[src/sv/pad_and_memory_card_responder_top_assert.svh]
// Assertion helpers for the RTL (used by pmcr_dp); expect clk and rst_n in scope.
`ifndef PAD_AND_MEMORY_CARD_RESPONDER_TOP_ASSERT_SVH
`define PAD_AND_MEMORY_CARD_RESPONDER_TOP_ASSERT_SVH

// same-cycle implication
`define PMCR_ASSERT_IMP(name, ante, cons) \
    name: assert property (@(posedge clk) disable iff (!rst_n) (ante) |-> (cons)) \
        else $error("assertion failed: same-cycle implication");

// next-cycle implication
`define PMCR_ASSERT_NXT(name, ante, cons) \
    name: assert property (@(posedge clk) disable iff (!rst_n) (ante) |=> (cons)) \
        else $error("assertion failed: next-cycle implication");

`endif

[src/sv/pmcr_pkg.sv]
package pmcr_pkg;

    localparam int unsigned SECTOR_BYTES = 128;

    localparam logic [1:0] DEV_NONE = 2'd0;
    localparam logic [1:0] DEV_PAD  = 2'd1;
    localparam logic [1:0] DEV_CARD = 2'd2;

    localparam logic [7:0] STEP_DONE    = 8'hFF;
    localparam logic [7:0] BYTE_IDLE    = 8'hFF;
    localparam logic [7:0] CMD_SELECT   = 8'h81;
    localparam logic [7:0] CMD_PAD_POLL = 8'h01;
    localparam logic [7:0] PAD_ID       = 8'h41;
    localparam logic [7:0] BYTE_5A      = 8'h5A;
    localparam logic [7:0] BYTE_5D      = 8'h5D;
    localparam logic [7:0] BYTE_5C      = 8'h5C;
    localparam logic [7:0] END_GOOD     = 8'h47;
    localparam logic [7:0] END_BAD      = 8'h4E;
    localparam logic [7:0] CARD_READ    = 8'h52;
    localparam logic [7:0] CARD_WRITE   = 8'h57;
    localparam logic [7:0] CARD_GET_ID  = 8'h53;
    localparam logic [7:0] FLAG_RESET   = 8'h08;

    localparam logic [0:0] REG_PAD_CONNECTED = 1'd0;
    localparam logic [0:0] REG_CARD_PRESENT  = 1'd1;

    typedef enum logic [2:0] {
        ST_CLEAR,
        ST_IDLE,
        ST_READ,
        ST_STEP,
        ST_COMMIT
    } state_t;

    typedef struct packed {
        logic latch;
        logic rd;
        logic step;
        logic clear;
        logic commit;
    } dp_cmd_t;

    typedef struct packed {
        logic out_full;
        logic commit_req;
        logic clear_last;
        logic commit_last;
    } dp_status_t;

    function automatic logic [7:0] id_reply(input logic [2:0] pos);
        logic [7:0] r;
        unique case (pos)
            3'd0:    r = 8'h5C;
            3'd1:    r = 8'h5D;
            3'd2:    r = 8'h04;
            3'd3:    r = 8'h00;
            3'd4:    r = 8'h00;
            3'd5:    r = 8'h80;
            default: r = 8'hFF;
        endcase
        return r;
    endfunction

endpackage

[src/sv/pmcr_ctrl.sv]
module pmcr_ctrl
(
    input  logic                clk,
    input  logic                rst_n,
    input  logic                s_tvalid,
    output logic                s_tready,
    input  pmcr_pkg::dp_status_t status,
    output pmcr_pkg::dp_cmd_t    cmd
);

    pmcr_pkg::state_t state_reg;
    pmcr_pkg::state_t state_next;

    always_ff @(posedge clk or negedge rst_n)
    begin
        if (!rst_n)
        begin
            state_reg <= pmcr_pkg::ST_CLEAR;
        end
        else
        begin
            state_reg <= state_next;
        end
    end

    always_comb
    begin
        state_next = state_reg;
        cmd        = '0;
        s_tready   = 1'b0;
        unique case (state_reg)
            pmcr_pkg::ST_CLEAR:
            begin
                cmd.clear = 1'b1;
                if (status.clear_last)
                begin
                    state_next = pmcr_pkg::ST_IDLE;
                end
            end
            pmcr_pkg::ST_IDLE:
            begin
                s_tready = !status.out_full;
                if (s_tvalid && !status.out_full)
                begin
                    cmd.latch  = 1'b1;
                    state_next = pmcr_pkg::ST_READ;
                end
            end
            pmcr_pkg::ST_READ:
            begin
                cmd.rd     = 1'b1;
                state_next = pmcr_pkg::ST_STEP;
            end
            pmcr_pkg::ST_STEP:
            begin
                cmd.step   = 1'b1;
                state_next = status.commit_req ? pmcr_pkg::ST_COMMIT : pmcr_pkg::ST_IDLE;
            end
            pmcr_pkg::ST_COMMIT:
            begin
                cmd.commit = 1'b1;
                if (status.commit_last)
                begin
                    state_next = pmcr_pkg::ST_IDLE;
                end
            end
            default:
            begin
                state_next = pmcr_pkg::ST_IDLE;
            end
        endcase
    end

endmodule

[config.mk]
export PLATFORM = sky130hd
export DESIGN_NAME = pmcr_ctrl
export DESIGN_NICKNAME = d
export VERILOG_FILES = /design/src/sv/pad_and_memory_card_responder_top_assert.svh /design/src/sv/pmcr_pkg.sv /design/src/sv/pmcr_ctrl.sv
export SDC_FILE = /design/constraint.sdc
export NUM_CORES = 1
export LEC_CHECK = 0
export BUFFER_PORTS_ARGS = -buffer_cell sky130_fd_sc_hd__buf_2
export CORE_AREA = 2 2 39 41
export CTS_CLUSTER_SIZE = 12
export DETAILED_ROUTE_END_ITERATION = 12
export DIE_AREA = 0 0 41 43
export SYNTH_ARGS = -nofsm -noshare
export SYNTH_HDL_FRONTEND = slang
export SYNTH_SLANG_ARGS = --single-unit
export TNS_END_PERCENT = 50
[constraint.sdc]
create_clock -name clk -period 1 [get_ports clk]
set_input_delay 0.2 -clock clk [delete_from_list [all_inputs] [get_ports clk]]
set_output_delay 0.2 -clock clk [all_outputs]
set_load 0.01 [all_outputs]
==> load_flow_metrics.sql <==
INSERT INTO impl_metrics (metric_group, metric, value, unit) VALUES
('global_route', 'grt_start_max_net_pins', '9', ''),
('die', 'die_width', '41', 'um'),
('die', 'effective_utilization_at_floorplan', '14.01', '%'),
('setup_path', 'cp-end-kind', 'output pin', ''),
('logic_synthesis', 'synth.area.top_cells', 'sky130_fd_sc_hd__dfrtp_1, sky130_fd_sc_hd__nor2_1, sky130_fd_sc_hd__nor3b_2', ''),
('final_layout', 'finish.instance_area', '452.9', 'um^2'),
('logic_synthesis', 'synth_common_cells', 'sky130_fd_sc_hd__nor2_1, sky130_fd_sc_hd__dfrtp_1', ''),
('logic_synthesis', 'proportion_of_synthesized_chip_area_in_sequential_cells', '38.71', '%'),
('detailed_routing', 'drc_errors', '0', ''),
('hold_path', 'hold_path_class', 'in2async', ''),
('final_layout', 'final_cells', '65', ''),
('global_route', 'globalRoute.totalOverflow', '0', ''),
('flow_run', 'cap_viol_max_count', '0', ''),
('pwr', 'power.ir.vdd_worst', '1106', 'uV'),
('logic_synthesis', 'synth-seq-cells', '3', ''),
('detailed_routing', 'routed_wirelength', '647', 'um'),
('pwr', 'pwr_density_cell', '2755', 'nW/um^2'),
('logic_synthesis', 'yosysWarnings', '0', ''),
('sta', 'max_slew_vio_count', '0', ''),
('clock_tree', 'clkSlewWorstSetupHoldPaths', '40', 'ps'),
('setup_path', 'worst-endpoint-required', '800', 'ps'),
('global_route', 'antenna_found_initial', '0', ''),
('global_route', 'vias_in_the_first_global_route', '249', ''),
('global_route', 'groute.layer.met2.usage', '10.63', '%'),
('sta', 'worst-slew-pin-transition', '259.2', 'ps'),
('global_route', 'busiest_layer', 'met1', ''),
('detailed_routing', 'number_of_search_and_repair_iterations_in_the_first_detailed_routing_pass', '3', ''),
('pwr', 'power_leakage', '0.0002236', 'uW'),
('clock_tree', 'tritoncts', 'yes', ''),
('sta', 'grt_setup_unrepaired', 'yes', ''),
('die', 'die_height', '43', 'um'),
('clock_tree', 'cts_buffer_depth', '2', ''),
('final_layout', 'n_antenna_cell', '0', ''),
('logic_synthesis', 'synth_area_leader_cell', 'sky130_fd_sc_hd__dfrtp_1', ''),
('sta', 'min_period_over_period', '138.3', '%'),
('sta', 'finalSetupViolations', '9', ''),
('placement', 'placement.cell_area', '347.8', 'um^2'),
('detailed_routing', 'drt-initial-drc-count', '4', ''),
('logic_synthesis', 'mean_instance_size_in_the_synthesized_netlist', '8.815', 'um^2'),
('global_route', 'grt_use_met1', '12.22', '%'),
('clock_tree', 'clk_latency', '240', 'ps'),
('final_layout', 'largest_register_ff_count', '3', ''),
('final_layout', 'num-fill-cells', '151', ''),
('detailed_routing', 'via_count', '271', ''),
('setup_path', 'setup.worst_path.class', 'reg2out', ''),
('logic_synthesis', 'ys_types', '17', ''),
('placement', 'dp_hpwl', '428.6', 'um'),
('die', 'die_outline_area', '1763', 'um^2'),
('logic_synthesis', 'synthArstFlopShare', '100.0', '%'),
('final_layout', 'drive_above_1_share', '75.51', '%'),
('sta', 'timing.final.ws_setup', '-383.4', 'ps'),
('setup_path', 'setup.worst_path.start_class', 'flip-flop', ''),
('logic_synthesis', 'synth_edf_count', '0', ''),
('outcome', 'outcome', 'finished, violations left', ''),
('placement', 'placedCellCount', '57', ''),
('sta', 'timing.max_slew.rel_slack', '82.72', '%'),
('logic_synthesis', 'gate_count_post_synth', '22', ''),
('placement', 'placement.io_buffers', '12', ''),
('clock_tree', 'cts_made_buffers', '3', ''),
('sta', 'max_freq', '722.9', 'MHz'),
('global_route', 'globalRouteTotalUtil', '9.036', '%'),
('setup_path', 'timing.critical_path.arrival', '1180', 'ps'),
('die', 'row_count', '14', ''),
('logic_synthesis', 'synth_top_area_share', '38.71', '%'),
('logic_synthesis', 'synth_compound_gate_area_share', '16.77', '%'),
('die', 'io_pins', '13', ''),
('final_layout', 'layout.nets', '57', ''),
('clock_tree', 'cts_root_buf', 'sky130_fd_sc_hd__clkbuf_4', ''),
('global_route', 'use_met3', '6.283', '%'),
('outcome', 'failed_checks', 'negative setup slack', ''),
('sta', 'clock-skew-final', '7.651', 'ps');
## power by group
group	switching (uW)	total (uW)	internal (uW)
sequential	105	284	179
combinational	311	740	429
clock	73.7	224	150
total	489	1250	759
## cell type report
cell class | count | area (um^2) | area share [%]
multi-input cells | 17 | 161.4 | 35.64
well taps | 16 | 20.02 | 4.420
inverters | 2 | 7.507 | 1.657
flip-flops and latches | 3 | 78.83 | 17.40
repair buffers | 23 | 158.9 | 35.08
clock buffers | 4 | 26.28 | 5.801
## cells in the final DEF, fill, tap and decap left out, drive strengths merged, types with 2 or more instances in the layout
cell type | synthesis | routed
buf | 0 | 22
nor2 | 4 | 4
clkbuf | 0 | 4
dfrtp | 3 | 3
inv | 2 | 2
## stage by stage
step / utilization [%] / setup TNS, ps
2_1_floorplan: - / -230.6
3_3_place_gp: 25.14 / -943.8
3_5_place_dp: 25.14 / -967.0
4_1_cts: 31.19 / -2603
5_1_grt: 32.73 / -2893
6_report: 32.73 / -2388
## metal layers
layer	vias to the layer above	part of all wire, %
met5	-	0
met4	0	0
met3	0	5.6
met2	9	51
met1	128	43
li1	134	-
## worst paths after layout
path	end	startpoint	depth (start not counted)	slack [ps]
setup / recovery	cmd[4]	state_reg[0]	4	-380
hold / removal	state_reg[2]	rst_n	2	290
setup reg to reg	state_reg[2]	state_reg[2]	4	-160
hold reg to reg	state_reg[1]	state_reg[2]	3	700
max in group asynchronous	state_reg[1]	rst_n	2	580
min in group clk	state_reg[0]	status[1]	3	290
## critical path: stages (launching register included)
cell                      delay (ps)
sky130_fd_sc_hd__dfrtp_2         370
sky130_fd_sc_hd__inv_2            50
sky130_fd_sc_hd__nor4_4          250
sky130_fd_sc_hd__and2_4          180
sky130_fd_sc_hd__buf_6            90
## timing repair
action	in CTS	in global routing
hold buffers	1	0
hold endpoints to repair	3	0
pin swaps	5	5
buffers inserted	2	1
gates resized for setup	6	2
endpoints found under the setup margin	9	9
## cell families (layout without fill, tap and decap cells)
logic type,count (synthesis),count (layout)
DFF,3,3
and+or+nand+nor,12,12
buffers and inverters,2,29
AOI/OAI and AO/OA,5,5
(Power assumes the default switching activity.)
